File: src/rtl/gww_pkg.sv
// Shared types and constants for the greedy word wrapper.
// Used by gww_front, gww_back and greedy_word_wrap_top; no dependencies.
package gww_pkg;

  // default sizes
  localparam int MAX_WORD_DEF = 32;
  localparam int LINE_CAP_DEF = 64;

  // separator codes
  localparam logic [7:0] CHAR_SPACE = 8'd32;
  localparam logic [7:0] CHAR_NL    = 8'd10;

  // configuration
  localparam int LW_W      = 6;
  localparam int LIM_W     = 7;
  localparam int CFG_W     = 7;
  localparam int CFG_IDX_W = 1;

  localparam logic [CFG_IDX_W-1:0] REG_LINE_WIDTH = 1'd0;
  localparam logic [CFG_IDX_W-1:0] REG_LINE_LIMIT = 1'd1;

  localparam logic [LW_W-1:0]  LW_RESET  = 6'd10;
  localparam logic [LIM_W-1:0] LIM_RESET = 7'd64;

  // line state widths
  localparam int LL_W  = 6;
  localparam int LD_W  = 7;
  localparam int IDX_W = 6;

  // command queue depth between front and back
  localparam int Q_DEPTH = 2;

  typedef struct packed {
    logic [7:0] char_code;
    logic       has_char;
    logic       end_of_text;
  } in_item_t;

  typedef struct packed {
    logic [7:0]       out_char;
    logic             char_valid;
    logic             line_break;
    logic [IDX_W-1:0] line_index;
    logic             word_truncated;
    logic             text_done;
    logic             last_of_run;
  } out_item_t;

  typedef enum logic [1:0] {
    OP_STORE = 2'd0,
    OP_SPACE = 2'd1,
    OP_NL    = 2'd2,
    OP_FLUSH = 2'd3
  } op_t;

  typedef struct packed {
    op_t        op;
    logic [7:0] char_code;
    logic       eot;
  } cmd_t;

  typedef struct packed {
    logic [LW_W-1:0]  line_width;
    logic [LIM_W-1:0] line_limit;
  } cfg_t;

endpackage

File: src/rtl/gww_front.sv
// Front end: accepts input items, classifies them into commands and queues them.
// Depends on gww_pkg.
module gww_front (
  input  logic              clk,
  input  logic              rst_n,
  input  logic              in_valid,
  output logic              in_stall,
  input  gww_pkg::in_item_t in_data,
  output logic              q_valid,
  output gww_pkg::cmd_t     q_cmd,
  input  logic              q_pop
);
  import gww_pkg::*;

  localparam int QA_W = (Q_DEPTH > 1) ? $clog2(Q_DEPTH) : 1;
  localparam int QC_W = $clog2(Q_DEPTH + 1);

  cmd_t            q_mem [Q_DEPTH];
  logic [QA_W-1:0] wr_ptr_r, wr_ptr_nxt;
  logic [QA_W-1:0] rd_ptr_r, rd_ptr_nxt;
  logic [QC_W-1:0] count_r, count_nxt;
  logic            push;
  logic            pop;
  cmd_t            cmd_in;

  assign in_stall = (count_r == QC_W'(Q_DEPTH));
  assign q_valid  = (count_r != '0);
  assign q_cmd    = q_mem[rd_ptr_r];

  // an item with neither a character nor an end mark is dropped here
  assign push = in_valid && !in_stall && (in_data.has_char || in_data.end_of_text);
  assign pop  = q_pop && q_valid;

  always_comb begin
    cmd_in.char_code = in_data.char_code;
    cmd_in.eot       = in_data.end_of_text;
    if (!in_data.has_char) begin
      cmd_in.op = OP_FLUSH;
    end else begin
      case (in_data.char_code)
        CHAR_SPACE: cmd_in.op = OP_SPACE;
        CHAR_NL:    cmd_in.op = OP_NL;
        default:    cmd_in.op = OP_STORE;
      endcase
    end
  end

  always_comb begin
    wr_ptr_nxt = wr_ptr_r;
    rd_ptr_nxt = rd_ptr_r;
    count_nxt  = count_r;
    if (push) begin
      wr_ptr_nxt = (wr_ptr_r == QA_W'(Q_DEPTH - 1)) ? '0 : wr_ptr_r + QA_W'(1);
    end
    if (pop) begin
      rd_ptr_nxt = (rd_ptr_r == QA_W'(Q_DEPTH - 1)) ? '0 : rd_ptr_r + QA_W'(1);
    end
    if (push && !pop) begin
      count_nxt = count_r + QC_W'(1);
    end else if (pop && !push) begin
      count_nxt = count_r - QC_W'(1);
    end
  end

  always_ff @(posedge clk) begin
    if (!rst_n) begin
      wr_ptr_r <= '0;
      rd_ptr_r <= '0;
      count_r  <= '0;
    end else begin
      wr_ptr_r <= wr_ptr_nxt;
      rd_ptr_r <= rd_ptr_nxt;
      count_r  <= count_nxt;
    end
  end

  always_ff @(posedge clk) begin
    if (push) begin
      q_mem[wr_ptr_r] <= cmd_in;
    end
  end

endmodule

File: src/rtl/gww_back.sv
// Back end: word store, line placement sequencer, pending result and output register.
// Depends on gww_pkg; fed by gww_front through its command queue.
module gww_back #(
  parameter int MAX_WORD = gww_pkg::MAX_WORD_DEF,
  parameter int LINE_CAP = gww_pkg::LINE_CAP_DEF
) (
  input  logic               clk,
  input  logic               rst_n,
  input  gww_pkg::cfg_t      cfg,
  input  logic               q_valid,
  input  gww_pkg::cmd_t      q_cmd,
  output logic               q_pop,
  output logic               out_valid,
  input  logic               out_stall,
  output gww_pkg::out_item_t out_data
);
  import gww_pkg::*;

  localparam int WL_W   = $clog2(MAX_WORD + 1);
  localparam int WA_W   = $clog2(MAX_WORD);
  localparam int NEED_W = ((WL_W > LL_W) ? WL_W : LL_W) + 2;

  typedef enum logic [4:0] {
    S_IDLE  = 5'b00001,
    S_PLACE = 5'b00010,
    S_EMIT  = 5'b00100,
    S_TAIL  = 5'b01000,
    S_END   = 5'b10000
  } state_t;

  state_t          state_r, state_nxt;
  logic [WL_W-1:0] wl_r, wl_nxt;
  logic            ovf_r, ovf_nxt;
  logic [LL_W-1:0] ll_r, ll_nxt;
  logic [LD_W-1:0] ld_r, ld_nxt;
  logic [WL_W-1:0] idx_r, idx_nxt;
  logic            eot_r, eot_nxt;
  logic            nl_r, nl_nxt;
  logic            pend_valid_r, pend_valid_nxt;
  out_item_t       pend_r, pend_nxt;
  logic            out_valid_r, out_valid_nxt;
  out_item_t       out_r, out_nxt;

  logic [7:0]      word_mem [MAX_WORD];
  logic [7:0]      rdata_r;
  logic            mem_we;
  logic [WA_W-1:0] rd_addr;

  logic              can_push;
  logic              go;
  logic              emit_ok;
  logic              push;
  out_item_t         push_item;
  logic [NEED_W-1:0] need;
  logic              fits;
  logic [LL_W-1:0]   new_ll;

  function automatic out_item_t mk(input logic [7:0] ch, input logic vld,
                                   input logic brk, input logic trunc,
                                   input logic [LD_W-1:0] ld);
    out_item_t r;
    r.out_char       = ch;
    r.char_valid     = vld;
    r.line_break     = brk;
    r.line_index     = ld[IDX_W-1:0];
    r.word_truncated = trunc;
    r.text_done      = 1'b0;
    r.last_of_run    = 1'b0;
    return r;
  endfunction

  assign out_valid = out_valid_r;
  assign out_data  = out_r;

  assign can_push = !out_valid_r || !out_stall;
  // a new result may enter the pending slot once the old one can move on
  assign go       = !pend_valid_r || can_push;
  assign emit_ok  = (ld_r < cfg.line_limit) && (32'(ld_r) < LINE_CAP);

  assign need   = NEED_W'(ll_r) + NEED_W'(1) + NEED_W'(wl_r);
  assign fits   = (ll_r == '0) || (need <= NEED_W'(cfg.line_width));
  assign new_ll = (fits && (ll_r != '0)) ? need[LL_W-1:0] : LL_W'(wl_r);

  assign rd_addr = idx_nxt[WA_W-1:0];

  always_comb begin
    state_nxt      = state_r;
    wl_nxt         = wl_r;
    ovf_nxt        = ovf_r;
    ll_nxt         = ll_r;
    ld_nxt         = ld_r;
    idx_nxt        = idx_r;
    eot_nxt        = eot_r;
    nl_nxt         = nl_r;
    pend_valid_nxt = pend_valid_r;
    pend_nxt       = pend_r;
    out_valid_nxt  = out_valid_r && out_stall;
    out_nxt        = out_r;
    q_pop          = 1'b0;
    mem_we         = 1'b0;
    push           = 1'b0;
    push_item      = pend_r;

    case (state_r)
      S_IDLE: begin
        if (q_valid) begin
          q_pop   = 1'b1;
          eot_nxt = q_cmd.eot;
          nl_nxt  = (q_cmd.op == OP_NL);
          case (q_cmd.op)
            OP_STORE: begin
              if (32'(wl_r) < MAX_WORD) begin
                mem_we = 1'b1;
                wl_nxt = wl_r + WL_W'(1);
              end else begin
                ovf_nxt = 1'b1;
              end
              state_nxt = q_cmd.eot ? S_PLACE : S_IDLE;
            end
            OP_SPACE, OP_NL, OP_FLUSH: state_nxt = S_PLACE;
            default:                   state_nxt = S_IDLE;
          endcase
        end
      end

      S_PLACE: begin
        if (wl_r == '0) begin
          state_nxt = eot_r ? S_TAIL : S_END;
        end else begin
          idx_nxt = '0;
          ll_nxt  = new_ll;
          if (!fits) begin
            // word does not fit a non-empty line: close it first
            if (emit_ok) begin
              pend_nxt       = mk(8'd0, 1'b0, 1'b1, 1'b0, ld_r);
              pend_valid_nxt = 1'b1;
              ld_nxt         = ld_r + LD_W'(1);
            end
          end else if (ll_r != '0) begin
            if (emit_ok) begin
              pend_nxt       = mk(CHAR_SPACE, 1'b1, 1'b0, 1'b0, ld_r);
              pend_valid_nxt = 1'b1;
            end
          end
          state_nxt = S_EMIT;
        end
      end

      S_EMIT: begin
        if (!emit_ok) begin
          state_nxt = S_TAIL;
        end else if (go) begin
          push           = pend_valid_r;
          pend_nxt       = mk(rdata_r, 1'b1, 1'b0, ovf_r, ld_r);
          pend_valid_nxt = 1'b1;
          idx_nxt        = idx_r + WL_W'(1);
          if ((idx_r + WL_W'(1)) == wl_r) begin
            state_nxt = S_TAIL;
          end
        end
      end

      S_TAIL: begin
        wl_nxt  = '0;
        ovf_nxt = 1'b0;
        if ((eot_r || nl_r) && (ll_r != '0)) begin
          if (!emit_ok) begin
            ll_nxt    = '0;
            state_nxt = S_END;
          end else if (pend_valid_r && pend_r.char_valid && !pend_r.line_break) begin
            // merge the close onto the character just placed
            pend_nxt.line_break = 1'b1;
            ld_nxt              = ld_r + LD_W'(1);
            ll_nxt              = '0;
            state_nxt           = S_END;
          end else if (go) begin
            push           = pend_valid_r;
            pend_nxt       = mk(8'd0, 1'b0, 1'b1, 1'b0, ld_r);
            pend_valid_nxt = 1'b1;
            ld_nxt         = ld_r + LD_W'(1);
            ll_nxt         = '0;
            state_nxt      = S_END;
          end
        end else begin
          state_nxt = S_END;
        end
      end

      S_END: begin
        if (pend_valid_r || eot_r) begin
          if (can_push) begin
            push      = 1'b1;
            push_item = pend_valid_r ? pend_r : mk(8'd0, 1'b0, 1'b0, 1'b0, ld_r);
            push_item.last_of_run = 1'b1;
            push_item.text_done   = eot_r;
            pend_valid_nxt = 1'b0;
            if (eot_r) begin
              wl_nxt  = '0;
              ovf_nxt = 1'b0;
              ll_nxt  = '0;
              ld_nxt  = '0;
            end
            state_nxt = S_IDLE;
          end
        end else begin
          state_nxt = S_IDLE;
        end
      end

      default: state_nxt = S_IDLE;
    endcase

    if (push) begin
      out_valid_nxt = 1'b1;
      out_nxt       = push_item;
    end
  end

  always_ff @(posedge clk) begin
    if (!rst_n) begin
      state_r      <= S_IDLE;
      wl_r         <= '0;
      ovf_r        <= 1'b0;
      ll_r         <= '0;
      ld_r         <= '0;
      pend_valid_r <= 1'b0;
      out_valid_r  <= 1'b0;
    end else begin
      state_r      <= state_nxt;
      wl_r         <= wl_nxt;
      ovf_r        <= ovf_nxt;
      ll_r         <= ll_nxt;
      ld_r         <= ld_nxt;
      pend_valid_r <= pend_valid_nxt;
      out_valid_r  <= out_valid_nxt;
    end
  end

  always_ff @(posedge clk) begin
    idx_r  <= idx_nxt;
    eot_r  <= eot_nxt;
    nl_r   <= nl_nxt;
    pend_r <= pend_nxt;
    out_r  <= out_nxt;
  end

  // word store: one write port, one registered read port following idx_nxt
  always_ff @(posedge clk) begin
    if (mem_we) begin
      word_mem[wl_r[WA_W-1:0]] <= q_cmd.char_code;
    end
    rdata_r <= word_mem[rd_addr];
  end

endmodule

File: src/rtl/greedy_word_wrap_top.sv
// Greedy word wrapper top level: configuration registers, front end and back end.
// The command queue lets the front end take new items while the back end is still placing a word;
// a separator or end item replays the buffered word one character at a time, and output stalls
// hold that replay.
// Reset: rst_n synchronous, active low; clears control and line state, sets line_width 10
// and line_limit 64; the word store is not cleared.
module greedy_word_wrap_top #(
  parameter int MAX_WORD = gww_pkg::MAX_WORD_DEF,
  parameter int LINE_CAP = gww_pkg::LINE_CAP_DEF
) (
  input  logic                          clk,
  input  logic                          rst_n,
  input  logic                          in_valid,
  output logic                          in_stall,
  input  gww_pkg::in_item_t             in_data,
  output logic                          out_valid,
  input  logic                          out_stall,
  output gww_pkg::out_item_t            out_data,
  input  logic                          cfg_we,
  input  logic [gww_pkg::CFG_IDX_W-1:0] cfg_index,
  input  logic [gww_pkg::CFG_W-1:0]     cfg_wdata
);
  import gww_pkg::*;

  logic [LW_W-1:0]  line_width_r;
  logic [LIM_W-1:0] line_limit_r;
  cfg_t             cfg;
  logic             q_valid;
  cmd_t             q_cmd;
  logic             q_pop;

  always_ff @(posedge clk) begin
    if (!rst_n) begin
      line_width_r <= LW_RESET;
      line_limit_r <= LIM_RESET;
    end else if (cfg_we) begin
      case (cfg_index)
        REG_LINE_WIDTH: line_width_r <= cfg_wdata[LW_W-1:0];
        REG_LINE_LIMIT: line_limit_r <= cfg_wdata[LIM_W-1:0];
        default: ;
      endcase
    end
  end

  assign cfg.line_width = line_width_r;
  assign cfg.line_limit = line_limit_r;

  gww_front u_front (
    .clk      (clk),
    .rst_n    (rst_n),
    .in_valid (in_valid),
    .in_stall (in_stall),
    .in_data  (in_data),
    .q_valid  (q_valid),
    .q_cmd    (q_cmd),
    .q_pop    (q_pop)
  );

  gww_back #(
    .MAX_WORD (MAX_WORD),
    .LINE_CAP (LINE_CAP)
  ) u_back (
    .clk       (clk),
    .rst_n     (rst_n),
    .cfg       (cfg),
    .q_valid   (q_valid),
    .q_cmd     (q_cmd),
    .q_pop     (q_pop),
    .out_valid (out_valid),
    .out_stall (out_stall),
    .out_data  (out_data)
  );

endmodule

File: config.mk
export PLATFORM = sky130hd
export DESIGN_NAME = greedy_word_wrap_top
export DESIGN_NICKNAME = d
export VERILOG_FILES = /design/src/rtl/gww_pkg.sv /design/src/rtl/gww_front.sv /design/src/rtl/gww_back.sv /design/src/rtl/greedy_word_wrap_top.sv
export SDC_FILE = /design/constraint.sdc
export NUM_CORES = 1
export LEC_CHECK = 0
export ABC_CLOCK_PERIOD_IN_PS = 4300
export BUFFER_PORTS_ARGS = -buffer_cell sky130_fd_sc_hd__buf_4
export CAP_MARGIN = 20
export CORE_ASPECT_RATIO = 1.4
export CORE_MARGIN = 2
export CORE_UTILIZATION = 60
export CTS_CLUSTER_DIAMETER = 120
export DETAILED_ROUTE_END_ITERATION = 12
export HOLD_SLACK_MARGIN = 0.12
export PLACE_DENSITY = 0.81
export SETUP_SLACK_MARGIN = 0.2
export SKIP_CTS_REPAIR_TIMING = 1
export SLEW_MARGIN = 0
export SYNTH_ARGS = -nofsm -noshare
export SYNTH_HDL_FRONTEND = slang
export SYNTH_SLANG_ARGS = --single-unit
File: constraint.sdc
create_clock -name clk -period 4.3 [get_ports clk]
set_input_delay 1.29 -clock clk [delete_from_list [all_inputs] [get_ports clk]]
set_output_delay 1.29 -clock clk [all_outputs]
set_load 0.02 [all_outputs]
==> impl_metrics.yaml <==
synth:
  yosysUniqueCellTypes: 69
  yosysSeqAreaShare: 0.667
  syn_inst: 1246
  synth.avg_cell_area_um2: 12.9
  ys.flop_type: "edfxtp_1"
  syn_nets: 1299
  synth_edf_count: 317
  ys_ff_latch: 375
  synthArstFlopShare: 0
  syn_area_um2: 16000
  ys.warnings.count: 0
setup_path:
  rr_startpoint: "u_back.ll_r[0]$_SDFFE_PN0P_"
  rrSetupSlack_ps: 460
  end_kind: "flop"
  cp-start-kind: "flop"
  r2r_end: "u_back.ld_r[2]$_SDFFE_PN0P_"
  crit_start: "u_back.ll_r[0]$_SDFFE_PN0P_"
  worstSetupPathType: "reg -> reg"
  r2r_cells: 15
  crit_required_ps: 4720
  worstSetupEndpoint: "u_back.ld_r[2]$_SDFFE_PN0P_"
  crit_arrival_ps: 4260
  cp_max_fo: 5
layout:
  stdcell_area_um2: 18000
  antennaDiodeCount: 0
  nFillCells: 1748
  final_common_cell: "edfxtp_1"
  syn2layout_area_growth_pct: 12.5
  finalNetCount: 1380
  layout_common_cells: "edfxtp_1, nand2_1, buf_4"
  drive_above_1_share: 0.151
worst_hold_path:
  hold_class: "reg -> reg"
  min_from: "line_limit_r[3]$_SDFFE_PN0P_"
sta:
  fin_crit_ps: 3840
  skew_ps: 16.3
  rsz0062_at_grt: "no"
  max_freq_mhz: 260
  setup_tns_ps: 0
  min_period_over_period: 0.894
  hold_viol: 0
  holdWs_ps: 465
  maxSlewViolCount: 0
  setup_viol: 0
  worst_slew_pin_slew_ps: 956
  slew_headroom: 0.357
pwr:
  power.leakage_nw: 6.47
  peakVddDrop_uv: 332
  p_total_mw: 9.86
  power.density_nw_per_um2: 547
floorplanning:
  rows: 70
  core_um2: 26200
  start_util: 0.612
  io_pins: 44
  die_w_um: 142
  fp.dieArea_um2: 28000
  fp.dieH_um: 197
route:
  first_iter_violations: 888
  post-route-drc-count: 0
  antenna_left: 0
  routed_via_density: 6.19
  routedWlPerCell_um: 21.7
  num_vias: 10400
  finalWirelength_um: 36500
  dr.pass1.iters: 6
placed_design:
  place_congestion: 0.910
  hpwl_um: 24300
  port_buffers: 43
  place_area_um2: 16900
clock_tree:
  cts_buffers: 35
  htreeDepth: 2
  clock-sinks: 375
  path_clk_slew_ps: 60
  clk_latency_ps: 530
  cts_tree: "yes"
  cts_max_path_buffers: 3
  root_buffer: "clkbuf_16"
global_routing:
  grt_pass1_vias: 10200
  grt-ovfl-total: 0
  grt_max_degree: 47
  antenna_found_initial: 0
  grt_pass1_wl_um: 56000
  grt_usage: 0.265
run:
  maxCapViolCount: 0
status:
  status: "completed"
through the flow:
step,cells,setup WS (ps),utilization
2_1_floorplan,1246,697,-
3_3_place_gp,1614,262,0.646
3_5_place_dp,1614,208,0.646
4_1_cts,1678,366,0.688
5_1_grt,1678,221,0.688
6_report,1678,458,0.688
metal layers:
metal / track usage / share of wire / vias to the layer above
met2: 0.476 / 0.52 / 420
met5: 0 / 0 / -
met1: 0.299 / 0.36 / 5040
met3: 0.0402 / 0.055 / 114
met4: 0.151 / 0.060 / 0
li1: - / - / 4821
cells in the mapped netlist (all sizes together) (3+ instances only):
master  instances  share of area
edfxtp        317           0.59
nand2         212          0.050
nor2           72          0.017
dfxtp          58          0.072
a21oi          54          0.017
nand3          42          0.013
mux2i          41          0.026
a32oi          40          0.022
buf            36          0.016
o21ai          31         0.0097
inv            30         0.0072
ha             29          0.023
clkbuf         24         0.0061
nor2b          22         0.0086
a22oi          17         0.0088
o22ai          17         0.0066
nor4           16          0.012
and3           15         0.0059
mux2           15          0.011
nand4          14         0.0055
and2           13         0.0054
xnor2          13         0.0071
a21boi         12         0.0056
nor3           11         0.0034
xor2           10         0.0055
nand3b          9         0.0042
nand2b          8         0.0031
a21o            7         0.0033
a31oi           6         0.0023
or3             6         0.0023
o21a            5         0.0023
a211o           4         0.0022
nor3b           4         0.0019
o311ai          4         0.0022
a221o           3         0.0019
o211ai          3         0.0017
cell families (layout without fill, tap and decap cells):
logic type / count (synthesis) / count (layout) / share of synthesized area
and+or+nand+nor: 449 / 449 / 0.134
DFF: 375 / 375 / 0.667
AOI/OAI and AO/OA: 221 / 221 / 0.0961
buffers and inverters: 92 / 200 / 0.0302
muxes: 56 / 56 / 0.0362
adders and majority gates: 30 / 30 / 0.0239
xor gates and xnor gates: 23 / 23 / 0.0126
worst min path at each step:
stage / slack (ps) / endpoint / cells after the start
6_report: 460 / line_limit_r[3]$_SDFFE_PN0P_ / 2
5_1_grt: 490 / line_limit_r[5]$_SDFFE_PN0P_ / 2
4_1_cts: 470 / line_limit_r[5]$_SDFFE_PN0P_ / 2
3_5_place_dp: 460 / line_limit_r[5]$_SDFFE_PN0P_ / 2
3_3_place_gp: 460 / line_limit_r[3]$_SDFFE_PN0P_ / 2
2_1_floorplan: 430 / u_back.ovf_r$_SDFFE_PN0P_ / 2
cell type report:
cell class | instances | area, um^2 | area share
clock buffers | 46 | 968 | 0.0537
clock inverters | 18 | 139 | 0.00770
inverters | 32 | 133 | 0.00736
well taps | 324 | 405 | 0.0225
multi-input cells | 779 | 4870 | 0.270
repair buffers | 104 | 831 | 0.0461
flip-flops and latches | 375 | 10700 | 0.592
power by group:
part           total, mW  switching (mW)  internal, mW  leakage [nW]
registers           4.44           0.156          4.28          3.34
logic               2.47            1.61         0.858          2.61
clock network       2.96            1.29          1.66         0.533
total               9.86            3.06          6.80          6.47
registers in the layout, summed over array words and instances (netlist names), 2 cells and up, named ones only:
signal	cells
u_back.pend_r	17
line_limit_r	7
u_front.q_mem	22
u_back.word_mem	256
u_front.count_r	2
u_back.ld_r	7
u_back.ll_r	6
u_back.wl_r	6
u_back.idx_r	6
u_back.out_data	19
u_back.rdata_r	8
u_back.state_r	5
line_width_r	6
worst max-delay path, stage by stage, from the launching register on:
cell     delay [ps]
dfxtp_1         390
inv_1            80
ha_1            310
ha_1            300
a21o_1          160
a21oi_1         200
o21ai_0         190
xor2_1          190
ha_1            310
and3_1          200
a221o_1         320
a221o_1         430
a21oi_2         210
or3_4           180
nor2_1           50
a31o_2          200
Note: power is estimated with default switching activity, not from simulation.
